===== config.mk =====
export PLATFORM = sky130hd
export DESIGN_NAME = imu_bias_calibrate_correct_flat
export DESIGN_NICKNAME = d
export VERILOG_FILES = /design/src/sv/imubc_pkg.sv /design/src/sv/imubc_if.sv /design/src/sv/imubc_lane.sv /design/src/sv/imubc_merge.sv /design/src/sv/imu_bias_calibrate_correct.sv /design/src/flat_wrapper.sv
export VERILOG_INCLUDE_DIRS = /design/src /design/src/sv
export SDC_FILE = /design/constraint.sdc
export NUM_CORES = 1
export LEC_CHECK = 0
export BUFFER_PORTS_ARGS = -buffer_cell sky130_fd_sc_hd__buf_4
export CAP_MARGIN = 20
export CORE_MARGIN = 5
export CORE_UTILIZATION = 69
export CTS_BUF_LIST = sky130_fd_sc_hd__clkbuf_4 sky130_fd_sc_hd__clkbuf_8
export CTS_CLUSTER_SIZE = 16
export DETAILED_ROUTE_END_ITERATION = 8
export PLACE_DENSITY = 0.9
export SLEW_MARGIN = 25
export SYNTH_ARGS = -nofsm -noshare
export SYNTH_HDL_FRONTEND = slang
export SYNTH_HIERARCHICAL = 1
export SYNTH_SLANG_ARGS = --single-unit

===== constraint.sdc =====
create_clock -name clk_i -period 10.4 [get_ports clk_i]
set_input_delay 0.52 -clock clk_i [delete_from_list [all_inputs] [get_ports clk_i]]
set_output_delay 0.52 -clock clk_i [all_outputs]
set_load 0.005 [all_outputs]

===== src/sv/imu_bias_calibrate_correct_macros.svh =====
// Assertion macros shared by the IMU bias calibration RTL.
// Included by the modules that carry concurrent assertions; no other dependencies.
`ifndef IMU_BIAS_CALIBRATE_CORRECT_MACROS_SVH
`define IMU_BIAS_CALIBRATE_CORRECT_MACROS_SVH

// The consequent must hold in the same cycle as the antecedent.
`define IMUBC_ASSERT_SAME(label, clk, rst_n, ante, cons) \
  label: assert property (@(posedge clk) disable iff (!(rst_n)) (ante) |-> (cons)) \
    else $error("imubc assertion failed");

// The consequent must hold in the cycle after the antecedent.
`define IMUBC_ASSERT_NEXT(label, clk, rst_n, ante, cons) \
  label: assert property (@(posedge clk) disable iff (!(rst_n)) (ante) |=> (cons)) \
    else $error("imubc assertion failed");

`endif


===== src/sv/imubc_pkg.sv =====
// Shared types and constants for the IMU bias calibration block.
// No dependencies; used by the interfaces and every module of the block.
`default_nettype none

package imubc_pkg;

  // Calibration run length. Must be a power of two (shift-based averaging).
  localparam int unsigned NumCalSamples = 64;
  localparam int unsigned CalShift      = $clog2(NumCalSamples);

  // Field widths.
  localparam int unsigned DataW  = 16;
  localparam int unsigned OneGW  = 15;
  localparam int unsigned AxisW  = 2;
  localparam int unsigned NumAxes = 6;
  localparam int unsigned NumAccel = 3;

  // Running sum holds NumCalSamples 16-bit values without overflow.
  localparam int unsigned SumW = DataW + CalShift;
  localparam logic [SumW-1:0] RemMask = SumW'(NumCalSamples - 1);

  // Sample counter of the current run.
  localparam int unsigned CntW = (NumCalSamples > 1) ? $clog2(NumCalSamples) : 1;
  localparam logic [CntW-1:0] CntMax = CntW'(NumCalSamples - 1);

  // Reset value of the one-g count register.
  localparam logic [OneGW-1:0] OneGReset = 15'd16384;

  // Operation codes of an input transaction; code 3 behaves as a measurement.
  typedef enum logic [1:0] {
    OpMeasure   = 2'd0,
    OpCalSample = 2'd1,
    OpRestart   = 2'd2
  } op_e;

  // Configuration register indexes.
  typedef enum logic {
    CfgDownAxis = 1'b0,
    CfgOneG     = 1'b1
  } cfg_idx_e;

  // Per-transaction control broadcast to every lane.
  typedef struct packed {
    logic load;    // transaction accepted this cycle
    logic cal;     // calibration sample
    logic finish;  // this sample completes the run
    logic clear;   // restart: drop the running sums
    logic apply;   // offsets are in force
  } lane_ctrl_t;

  // One result transaction as held in the output register.
  typedef struct packed {
    logic [NumAxes-1:0][DataW-1:0] fixed;
    logic                          is_calibrated;
    logic                          calibration_finished;
  } result_t;

endpackage

`default_nettype wire


===== src/sv/imubc_if.sv =====
// Valid/ready stream interfaces for the input and result transactions.
// Depends on imubc_pkg for field widths.
`default_nettype none

interface imubc_in_if;
  logic                                   valid;
  logic                                   ready;
  logic [1:0]                             operation;
  logic signed [imubc_pkg::DataW-1:0]     accel_x_raw;
  logic signed [imubc_pkg::DataW-1:0]     accel_y_raw;
  logic signed [imubc_pkg::DataW-1:0]     accel_z_raw;
  logic signed [imubc_pkg::DataW-1:0]     gyro_x_raw;
  logic signed [imubc_pkg::DataW-1:0]     gyro_y_raw;
  logic signed [imubc_pkg::DataW-1:0]     gyro_z_raw;

  modport source (
    output valid, operation, accel_x_raw, accel_y_raw, accel_z_raw,
           gyro_x_raw, gyro_y_raw, gyro_z_raw,
    input  ready
  );
  modport sink (
    input  valid, operation, accel_x_raw, accel_y_raw, accel_z_raw,
           gyro_x_raw, gyro_y_raw, gyro_z_raw,
    output ready
  );
endinterface

interface imubc_out_if;
  logic                                   valid;
  logic                                   ready;
  logic signed [imubc_pkg::DataW-1:0]     accel_x_fixed;
  logic signed [imubc_pkg::DataW-1:0]     accel_y_fixed;
  logic signed [imubc_pkg::DataW-1:0]     accel_z_fixed;
  logic signed [imubc_pkg::DataW-1:0]     gyro_x_fixed;
  logic signed [imubc_pkg::DataW-1:0]     gyro_y_fixed;
  logic signed [imubc_pkg::DataW-1:0]     gyro_z_fixed;
  logic                                   is_calibrated;
  logic                                   calibration_finished;

  modport source (
    output valid, accel_x_fixed, accel_y_fixed, accel_z_fixed,
           gyro_x_fixed, gyro_y_fixed, gyro_z_fixed,
           is_calibrated, calibration_finished,
    input  ready
  );
  modport sink (
    input  valid, accel_x_fixed, accel_y_fixed, accel_z_fixed,
           gyro_x_fixed, gyro_y_fixed, gyro_z_fixed,
           is_calibrated, calibration_finished,
    output ready
  );
endinterface

`default_nettype wire


===== src/sv/imubc_lane.sv =====
// One axis lane: running sum, bias offset and the corrected sample.
// Depends on imubc_pkg for widths and the lane control struct.
`default_nettype none

module imubc_lane (
  input  wire logic                             clk_i,
  input  wire logic                             rst_ni,
  input  wire imubc_pkg::lane_ctrl_t            ctrl_i,
  input  wire logic [imubc_pkg::DataW-1:0]      raw_i,
  input  wire logic [imubc_pkg::DataW-1:0]      one_g_sub_i,
  output logic [imubc_pkg::DataW-1:0]           fixed_o
);

  logic signed [imubc_pkg::SumW-1:0] sum_q, sum_d;
  logic signed [imubc_pkg::SumW-1:0] sum_new;
  logic signed [imubc_pkg::SumW-1:0] quot;
  logic                              round_up;
  logic [imubc_pkg::DataW-1:0]       off_q, off_d;

  // Sum including the current sample, sign-extended to the sum width.
  assign sum_new = sum_q + $signed({{(imubc_pkg::SumW - imubc_pkg::DataW){raw_i[15]}}, raw_i});

  // Average truncated toward zero: arithmetic shift, then bump negative
  // values that had a nonzero remainder.
  assign quot     = sum_new >>> imubc_pkg::CalShift;
  assign round_up = sum_new[imubc_pkg::SumW-1] && ((sum_new & imubc_pkg::RemMask) != '0);

  // Next sum and offset.
  always_comb begin
    sum_d = sum_q;
    off_d = off_q;
    if (ctrl_i.load) begin
      if (ctrl_i.finish) begin
        sum_d = '0;
        off_d = quot[imubc_pkg::DataW-1:0] + {15'd0, round_up} - one_g_sub_i;
      end else if (ctrl_i.cal) begin
        sum_d = sum_new;
      end else if (ctrl_i.clear) begin
        sum_d = '0;
      end
    end
  end

  always_ff @(posedge clk_i or negedge rst_ni) begin
    if (!rst_ni) begin
      sum_q <= '0;
      off_q <= '0;
    end else begin
      sum_q <= sum_d;
      off_q <= off_d;
    end
  end

  // Correction uses the offset in force before this transaction.
  assign fixed_o = ctrl_i.apply ? (raw_i - off_q) : raw_i;

endmodule

`default_nettype wire


===== src/sv/imubc_merge.sv =====
// Merge stage: gathers the six lane results and flags into the output register.
// Depends on imubc_pkg (result_t) and imubc_if (result channel).
`default_nettype none

module imubc_merge (
  input  wire logic                   clk_i,
  input  wire logic                   rst_ni,
  input  wire logic                   load_i,
  input  wire imubc_pkg::result_t     result_i,
  output logic                        free_o,
  imubc_out_if.source                 out_ch
);

  logic                valid_q, valid_d;
  imubc_pkg::result_t  res_q;

  // The register can take a new result when empty or being drained.
  assign free_o = !valid_q || out_ch.ready;

  always_comb begin
    valid_d = valid_q;
    if (load_i) begin
      valid_d = 1'b1;
    end else if (out_ch.ready) begin
      valid_d = 1'b0;
    end
  end

  always_ff @(posedge clk_i or negedge rst_ni) begin
    if (!rst_ni) begin
      valid_q <= 1'b0;
    end else begin
      valid_q <= valid_d;
    end
  end

  // Payload needs no reset.
  always_ff @(posedge clk_i) begin
    if (load_i) begin
      res_q <= result_i;
    end
  end

  assign out_ch.valid                = valid_q;
  assign out_ch.accel_x_fixed        = res_q.fixed[0];
  assign out_ch.accel_y_fixed        = res_q.fixed[1];
  assign out_ch.accel_z_fixed        = res_q.fixed[2];
  assign out_ch.gyro_x_fixed         = res_q.fixed[3];
  assign out_ch.gyro_y_fixed         = res_q.fixed[4];
  assign out_ch.gyro_z_fixed         = res_q.fixed[5];
  assign out_ch.is_calibrated        = res_q.is_calibrated;
  assign out_ch.calibration_finished = res_q.calibration_finished;

endmodule

`default_nettype wire


===== src/sv/imu_bias_calibrate_correct.sv =====
// Top level of the IMU static bias calibration and correction block.
// Depends on imubc_pkg, imubc_if, imubc_lane, imubc_merge and the macros header.
//
// Usage:
//   in_ch carries one raw six-axis sample per transaction with an operation
//   code: measure, calibration sample, or restart of the running sums.
//   out_ch returns exactly one result per input transaction: the six counts
//   minus the offsets in force before that transaction (raw counts before the
//   first calibration), plus is_calibrated and calibration_finished flags.
//   After NumCalSamples calibration samples the offsets are recomputed; the
//   next transaction already sees them.
//   A transaction's result is registered and shows on out_ch in the cycle after
//   it is accepted. Throughput is one transaction per cycle while out_ch.ready
//   is high, set by the six lanes each closing their sum/offset update on accept.
//   A result waiting in the output register does not block a new input as long
//   as out_ch.ready is high in the same cycle; when the receiver stalls, in_ch
//   stalls with it and the held result stays on the port.
//   Reset clears sums, counter and offsets, drops the calibrated flag, empties
//   the output register and restores down_axis 0 and one_g_counts 16384.
//   The user writes configuration through cfg_we_i / cfg_idx_i / cfg_wdata_i
//   while no transaction is in flight; the block does not enforce this.
`default_nettype none

`include "imu_bias_calibrate_correct_macros.svh"

module imu_bias_calibrate_correct (
  input  wire logic                          clk_i,
  input  wire logic                          rst_ni,
  imubc_in_if.sink                           in_ch,
  imubc_out_if.source                        out_ch,
  input  wire logic                          cfg_we_i,
  input  wire logic                          cfg_idx_i,
  input  wire logic [imubc_pkg::OneGW-1:0]   cfg_wdata_i
);

  logic                              accept;
  logic                              free;
  logic                              is_cal;
  logic                              is_restart;
  logic                              finish;
  logic [imubc_pkg::CntW-1:0]        cnt_q, cnt_d;
  logic                              calibrated_q, calibrated_d;
  logic [imubc_pkg::AxisW-1:0]       down_axis_q;
  logic [imubc_pkg::OneGW-1:0]       one_g_q;
  imubc_pkg::lane_ctrl_t             ctrl;
  imubc_pkg::result_t                result;
  logic [imubc_pkg::NumAxes-1:0][imubc_pkg::DataW-1:0] raw;
  logic [imubc_pkg::NumAxes-1:0][imubc_pkg::DataW-1:0] one_g_sub;
  logic [imubc_pkg::NumAxes-1:0][imubc_pkg::DataW-1:0] fixed;

  // Configuration registers.
  always_ff @(posedge clk_i or negedge rst_ni) begin
    if (!rst_ni) begin
      down_axis_q <= '0;
      one_g_q     <= imubc_pkg::OneGReset;
    end else if (cfg_we_i) begin
      case (cfg_idx_i)
        imubc_pkg::CfgDownAxis: down_axis_q <= cfg_wdata_i[imubc_pkg::AxisW-1:0];
        imubc_pkg::CfgOneG:     one_g_q     <= cfg_wdata_i;
        default:                one_g_q     <= one_g_q;
      endcase
    end
  end

  // Input handshake and operation decode.
  assign in_ch.ready = free;
  assign accept      = in_ch.valid && free;
  assign is_cal      = (in_ch.operation == imubc_pkg::OpCalSample);
  assign is_restart  = (in_ch.operation == imubc_pkg::OpRestart);
  assign finish      = is_cal && (cnt_q == imubc_pkg::CntMax);

  // Run counter and calibrated flag.
  always_comb begin
    cnt_d        = cnt_q;
    calibrated_d = calibrated_q;
    if (accept) begin
      if (finish || is_restart) begin
        cnt_d = '0;
      end else if (is_cal) begin
        cnt_d = cnt_q + 1'b1;
      end
      if (finish) begin
        calibrated_d = 1'b1;
      end
    end
  end

  always_ff @(posedge clk_i or negedge rst_ni) begin
    if (!rst_ni) begin
      cnt_q        <= '0;
      calibrated_q <= 1'b0;
    end else begin
      cnt_q        <= cnt_d;
      calibrated_q <= calibrated_d;
    end
  end

  // Control broadcast to the lanes.
  assign ctrl.load   = accept;
  assign ctrl.cal    = is_cal;
  assign ctrl.finish = finish;
  assign ctrl.clear  = is_restart;
  assign ctrl.apply  = calibrated_q;

  assign raw[0] = in_ch.accel_x_raw;
  assign raw[1] = in_ch.accel_y_raw;
  assign raw[2] = in_ch.accel_z_raw;
  assign raw[3] = in_ch.gyro_x_raw;
  assign raw[4] = in_ch.gyro_y_raw;
  assign raw[5] = in_ch.gyro_z_raw;

  // One lane per axis; only the down-facing accelerometer axis removes one g.
  for (genvar g = 0; g < imubc_pkg::NumAxes; g++) begin : g_lane
    if (g < imubc_pkg::NumAccel) begin : g_accel
      assign one_g_sub[g] = (down_axis_q == imubc_pkg::AxisW'(g)) ? {1'b0, one_g_q} : '0;
    end else begin : g_gyro
      assign one_g_sub[g] = '0;
    end

    imubc_lane u_lane (
      .clk_i       (clk_i),
      .rst_ni      (rst_ni),
      .ctrl_i      (ctrl),
      .raw_i       (raw[g]),
      .one_g_sub_i (one_g_sub[g]),
      .fixed_o     (fixed[g])
    );
  end

  // Merge lane results into the output register.
  assign result.fixed                = fixed;
  assign result.is_calibrated        = calibrated_q;
  assign result.calibration_finished = finish;

  imubc_merge u_merge (
    .clk_i    (clk_i),
    .rst_ni   (rst_ni),
    .load_i   (accept),
    .result_i (result),
    .free_o   (free),
    .out_ch   (out_ch)
  );

  // The run counter never reaches the run length.
  `IMUBC_ASSERT_SAME(a_cnt_range, clk_i, rst_ni, 1'b1, cnt_q <= imubc_pkg::CntMax)
  // A finishing sample leaves the block calibrated with a flagged result.
  `IMUBC_ASSERT_NEXT(a_finish_sets, clk_i, rst_ni, accept && finish,
                     calibrated_q && out_ch.valid && out_ch.calibration_finished)
  // A restart empties the run counter.
  `IMUBC_ASSERT_NEXT(a_restart_clr, clk_i, rst_ni, accept && is_restart, cnt_q == '0)
  // Every accepted transaction yields a pending result next cycle.
  `IMUBC_ASSERT_NEXT(a_result, clk_i, rst_ni, accept, out_ch.valid)

endmodule

`default_nettype wire


===== src/flat_wrapper.sv =====
// flat-port wrapper written by rule: the top's interface ports become plain ports
module imu_bias_calibrate_correct_flat 
  (clk_i, rst_ni, cfg_we_i, cfg_idx_i, cfg_wdata_i, in_ch_valid, in_ch_operation, in_ch_accel_x_raw, in_ch_accel_y_raw, in_ch_accel_z_raw, in_ch_gyro_x_raw, in_ch_gyro_y_raw, in_ch_gyro_z_raw, in_ch_ready, out_ch_valid, out_ch_accel_x_fixed, out_ch_accel_y_fixed, out_ch_accel_z_fixed, out_ch_gyro_x_fixed, out_ch_gyro_y_fixed, out_ch_gyro_z_fixed, out_ch_is_calibrated, out_ch_calibration_finished, out_ch_ready);
  imubc_in_if in_ch_i ();
  imubc_out_if out_ch_i ();
  input  wire logic clk_i;
  input  wire logic rst_ni;
  input  wire logic cfg_we_i;
  input  wire logic cfg_idx_i;
  input  wire logic [imubc_pkg::OneGW-1:0] cfg_wdata_i;
  input wire logic [$bits(in_ch_i.valid)-1:0] in_ch_valid;
  input wire logic [$bits(in_ch_i.operation)-1:0] in_ch_operation;
  input wire logic [$bits(in_ch_i.accel_x_raw)-1:0] in_ch_accel_x_raw;
  input wire logic [$bits(in_ch_i.accel_y_raw)-1:0] in_ch_accel_y_raw;
  input wire logic [$bits(in_ch_i.accel_z_raw)-1:0] in_ch_accel_z_raw;
  input wire logic [$bits(in_ch_i.gyro_x_raw)-1:0] in_ch_gyro_x_raw;
  input wire logic [$bits(in_ch_i.gyro_y_raw)-1:0] in_ch_gyro_y_raw;
  input wire logic [$bits(in_ch_i.gyro_z_raw)-1:0] in_ch_gyro_z_raw;
  output wire logic [$bits(in_ch_i.ready)-1:0] in_ch_ready;
  output wire logic [$bits(out_ch_i.valid)-1:0] out_ch_valid;
  output wire logic [$bits(out_ch_i.accel_x_fixed)-1:0] out_ch_accel_x_fixed;
  output wire logic [$bits(out_ch_i.accel_y_fixed)-1:0] out_ch_accel_y_fixed;
  output wire logic [$bits(out_ch_i.accel_z_fixed)-1:0] out_ch_accel_z_fixed;
  output wire logic [$bits(out_ch_i.gyro_x_fixed)-1:0] out_ch_gyro_x_fixed;
  output wire logic [$bits(out_ch_i.gyro_y_fixed)-1:0] out_ch_gyro_y_fixed;
  output wire logic [$bits(out_ch_i.gyro_z_fixed)-1:0] out_ch_gyro_z_fixed;
  output wire logic [$bits(out_ch_i.is_calibrated)-1:0] out_ch_is_calibrated;
  output wire logic [$bits(out_ch_i.calibration_finished)-1:0] out_ch_calibration_finished;
  input wire logic [$bits(out_ch_i.ready)-1:0] out_ch_ready;
  assign in_ch_i.valid = in_ch_valid;
  assign in_ch_i.operation = in_ch_operation;
  assign in_ch_i.accel_x_raw = in_ch_accel_x_raw;
  assign in_ch_i.accel_y_raw = in_ch_accel_y_raw;
  assign in_ch_i.accel_z_raw = in_ch_accel_z_raw;
  assign in_ch_i.gyro_x_raw = in_ch_gyro_x_raw;
  assign in_ch_i.gyro_y_raw = in_ch_gyro_y_raw;
  assign in_ch_i.gyro_z_raw = in_ch_gyro_z_raw;
  assign in_ch_ready = in_ch_i.ready;
  assign out_ch_valid = out_ch_i.valid;
  assign out_ch_accel_x_fixed = out_ch_i.accel_x_fixed;
  assign out_ch_accel_y_fixed = out_ch_i.accel_y_fixed;
  assign out_ch_accel_z_fixed = out_ch_i.accel_z_fixed;
  assign out_ch_gyro_x_fixed = out_ch_i.gyro_x_fixed;
  assign out_ch_gyro_y_fixed = out_ch_i.gyro_y_fixed;
  assign out_ch_gyro_z_fixed = out_ch_i.gyro_z_fixed;
  assign out_ch_is_calibrated = out_ch_i.is_calibrated;
  assign out_ch_calibration_finished = out_ch_i.calibration_finished;
  assign out_ch_i.ready = out_ch_ready;
  imu_bias_calibrate_correct u_core (.clk_i(clk_i), .rst_ni(rst_ni), .in_ch(in_ch_i), .out_ch(out_ch_i), .cfg_we_i(cfg_we_i), .cfg_idx_i(cfg_idx_i), .cfg_wdata_i(cfg_wdata_i));
endmodule

==> metrics.md <==
| Metric | Value |
|---|---|
| Reg2Reg Setup Slack | 4.43 ns |
| Core area | 0.04195 mm2 |
| Async SR Flop Fraction | 0.7208 |
| Final Instance Count excl. Fillers | 4,020 |
| Syn Area/Cell | 9.352 um2 |
| Reg2reg path depth | 23 |
| P_int | 5.737 mW |
| Mapped Cells | 3,134 |
| Top post-synthesis cells by area | dfrtp_1, ha_1, edfxtp_1 |
| Grt total ovfl | 0 |
| Fin Hold WS | 0.09591 ns |
| Psw | 4.887 mW |
| Final setup TNS | 0 ns |
| HP Class | in -> reg |
| Peak VDD IR | 0.2492 mV |
| Synth Flop Type | dfrtp_1 |
| Clk pwr share | 0.129 |
| Area of the multi-input gates | 0.01895 mm2 |
| Cts bufs inserted | 61 |
| Antenna violations before repair | 0 |
| P_leak | 15.23 nW |
| CP Max Fanout | 4 |
| Clock H-tree levels | 2 |
| Post-synth EDFFs | 98 |
| Register area | 0.009279 mm2 |
| Total number of vias | 25,162 |
| HPWL after DPL | 57,070 um |
| # DRC | 0 |
| CP Class | reg -> reg |
| Largest net degree at the start of global routing | 105 |
| Vias in the first global route | 25,727 |
| Area Overhead vs Synth | 13.03% |
| Clock sinks | 351 |
| Placed insts | 3,904 |
| Commonest non-fill, non-tap cells in the layout | ha_1, inv_1, dfrtp_1 |
| Power share of the combinational group | 0.695 |
| Netlist cell types | 87 |
| CP Capture Type | flop |
| Reg2Reg Capture Point | u_core/g_lane[0].u_lane/off_q[14]$_DFFE_PN0P_ |
| Worst hold path depth | 2 |
| Startpoint type of the worst setup path | flop |
| Ant. Diodes | 0 |
| First-pass GRT wire length | 124,700 um |
| Max incr delay on CP | 0.49 ns |
| Most common cell after layout, fill and taps aside | ha_1 |
| Initial drt markers | 1,763 |
| PortBufs | 218 |
| Total power per unit cell area | 320.7 mW/mm2 |
| Clk_skew | 0.03330 ns |
| Post-DRT Antenna Nets | 0 |
| RSZ-0062 raised after global routing | false |
| Reg-to-Reg Start | u_core/g_lane[0].u_lane/sum_q[2]$_DFFE_PN0P_ |
| Latest clock arrival within the worst-skew pair | 0.67 ns |
| Worst rel slew slack | 0.3407 |
| Wire per inst | 18.93 um |
| TritonCTS clock tree | done |
| Layout cell share with drive strength beyond 1 | 0.1459 |
| Fin util | 0.7897 |
| Clk root buf | clkbuf_8 |
| Synth area leader | dfrtp_1 |
| Mapped Area | 0.02931 mm2 |
| Total GRT Usage | 0.3174 |
| Highest Clock Rate | 0.1675 GHz |
| CP Buf/Inv Count | 2 |
| Worst path cell trace | ha_1 -> o21a_1 -> a21oi_1 -> o31a_1 -> o31a_1 -> o41ai_4 -> mux2i_1 -> a2111oi_4 -> o41ai_1 -> ha_1 -> inv_1 -> ha_1 -> inv_1 -> fa_1 -> nor2b_1 -> o21ai_0 -> a21oi_1 -> o21ai_1 -> a21oi_1 -> o2111ai_1 -> a311oi_1 -> nor3_1 -> or3b_1 |
| 1st-pass router iterations | 7 |
| Die W | 216.1 um |
| Starting Density | 0.6987 |
| Minimum clock period | 5.971 ns |
| Reg clk slew, reported paths | 0.06 ns |
| Fin nets | 3,965 |
| Fillers | 2,701 |
| Bufs on Longest Clock Path | 3 |
| GP Congestion | 0.9549 |
| Yosys Warn Count | 6 |
| I/O pin cnt | 219 |
| Floorplan row count | 75 |
| Final worst path period share | 0.5741 |
| Worst EP required | 10.93 ns |
| Slew Viols, Final | 0 |
| Family with the most delay on the worst path | compound AO/OA/AOI/OAI gates |
| Vias per Instance | 6.259 |
| Final Hold Fails | 0 |
| Slowest-stage cell, CP | a2111oi_4 |
| Sequential-to-total area share from yosys stat | 0.3165 |
| Hold EP | u_core/one_g_q[5]$_DFFE_PN0P_ |
| Post-Route WL | 76,110 um |
| Max-cap violations | 0 |
| Crit path DAT | 6.50 ns |
| Hold_sp | cfg_wdata_i[5] |
| Sequential power share | 0.176 |
| Die ar. | 0.04670 mm2 |
| Least-Margin Pin Slew | 0.9866 ns |
| Status | complete, no violations |
| Die height | 216.1 um |
| Resized Gates After CTS | 0 |
| FF+latch count, synth | 351 |
| Top cell type's share of synthesized area | 0.2152 |
| Setup-failing EPs final | 0 |
| Net Sw Frac | 0.4600 |
## cells by family after synthesis
| logic type | count (synthesis) | synth area share |
|---|---|---|
| xor gates and xnor gates | 254 | 0.07731 |
| DFF | 351 | 0.3165 |
| buffers and inverters | 347 | 0.04453 |
| AOI/OAI and AO/OA | 922 | 0.2162 |
| and+or+nand+nor | 745 | 0.1260 |
| other | 1 | 0.0001280 |
| muxes | 97 | 0.03671 |
| adders and majority gates | 417 | 0.1826 |
## flip-flops by register name, indices dropped and copies added (netlist names), 2 cells and up
signal                               flops
u_core/g_lane.u_lane/off_q              96
u_core/u_merge/out_ch.accel_z_fixed     16
u_core/u_merge/out_ch.gyro_y_fixed      16
u_core/g_lane.u_lane/sum_q             132
u_core/one_g_q                          15
u_core/cnt_q                             6
u_core/u_merge/out_ch.gyro_z_fixed      16
u_core/u_merge/out_ch.accel_x_fixed     16
u_core/u_merge/out_ch.gyro_x_fixed      16
u_core/down_axis_q                       2
u_core/u_merge/out_ch.accel_y_fixed     16
## area by class of cell
| cell class | instances | area share |
|---|---|---|
| clock buffers | 90 | 0.03456 |
| clock inverters | 25 | 0.005326 |
| inverters | 292 | 0.03324 |
| multi-input cells | 2486 | 0.5722 |
| flip-flops and latches | 351 | 0.2801 |
| well taps | 539 | 0.02036 |
| repair buffers | 237 | 0.05424 |
## per-layer routing
metal | vias up | global-route usage | share of wire
li1 | 11927 | - | -
met3 | 240 | 0.04968 | 0.062
met2 | 957 | 0.5538 | 0.49
met5 | - | 0 | 0
met1 | 12038 | 0.3924 | 0.41
met4 | 0 | 0.1376 | 0.042
## worst max path at each step
stage | slack, ns | to | depth (start not counted) | startpoint
global placement | 4.45 | u_core/g_lane[0].u_lane/off_q[14]$_DFFE_PN0P_ | 24 | in_ch_accel_x_raw[6]
CTS | 4.46 | u_core/g_lane[0].u_lane/off_q[14]$_DFFE_PN0P_ | 23 | u_core/g_lane[0].u_lane/sum_q[6]$_DFFE_PN0P_
detailed placement | 4.23 | u_core/g_lane[0].u_lane/off_q[14]$_DFFE_PN0P_ | 24 | in_ch_accel_x_raw[6]
floorplan | 5.04 | u_core/g_lane[0].u_lane/off_q[14]$_DFFE_PN0P_ | 23 | in_ch_accel_x_raw[6]
finish | 4.43 | u_core/g_lane[0].u_lane/off_q[14]$_DFFE_PN0P_ | 23 | u_core/g_lane[0].u_lane/sum_q[2]$_DFFE_PN0P_
global route | 4.01 | u_core/g_lane[0].u_lane/off_q[14]$_DFFE_PN0P_ | 23 | u_core/g_lane[0].u_lane/sum_q[2]$_DFFE_PN0P_
## synth_stat cells (11+ instances only)
master and count:
ha_1 399, inv_1 292, dfrtp_1 252, nand2_1 236, o21ai_0 234, a21oi_1 169, xnor2_1 161, nor2_1 149
a22o_1 112, edfxtp_1 98, xor2_1 90, mux2_2 84, a21o_1 83, and2_1 60, clkbuf_1 47, nor2b_1 45
nor3_1 42, nand2b_1 40, nand3_1 40, a211oi_1 38, or3_1 38, o31ai_1 37, o21a_1 36, a31oi_1 26
o21ai_1 23, fa_1 18, and3_1 17, o21bai_1 17, a211o_1 16, nand4_1 14, or2_2 14, mux2i_1 13
a31o_2 11, nand3b_1 11, o211ai_1 11
## metrics by stage
| step | power [mW] | instance area (um2) | setup slack, ns |
|---|---|---|---|
| finish | 10.62 | 33130 | 4.429 |
| global route | 11.50 | 33130 | 4.012 |
| CTS | 10.53 | 33120 | 4.458 |
| detailed placement | 9.060 | 31790 | 4.233 |
| global placement | 8.761 | 31790 | 4.445 |
| floorplan | 7.488 | 29500 | 5.036 |
## what timing repair did
item | in CTS | in global routing
endpoints found under the setup margin | 0 | 0
endpoints found under the hold margin | 101 | 0
hold buffers | 1 | 0
buffers inserted | 0 | 0
## power groups by stage
stage	Clock, mW	Sequential (mW)	Combinational (mW)
2_1_floorplan	0	1.83	5.66
3_3_place_gp	0	1.87	6.89
3_5_place_dp	0	1.88	7.18
4_1_cts	1.39	1.86	7.27
5_1_grt	1.46	1.90	8.14
6_report	1.37	1.87	7.38
Note: power is estimated with default switching activity, not from simulation.
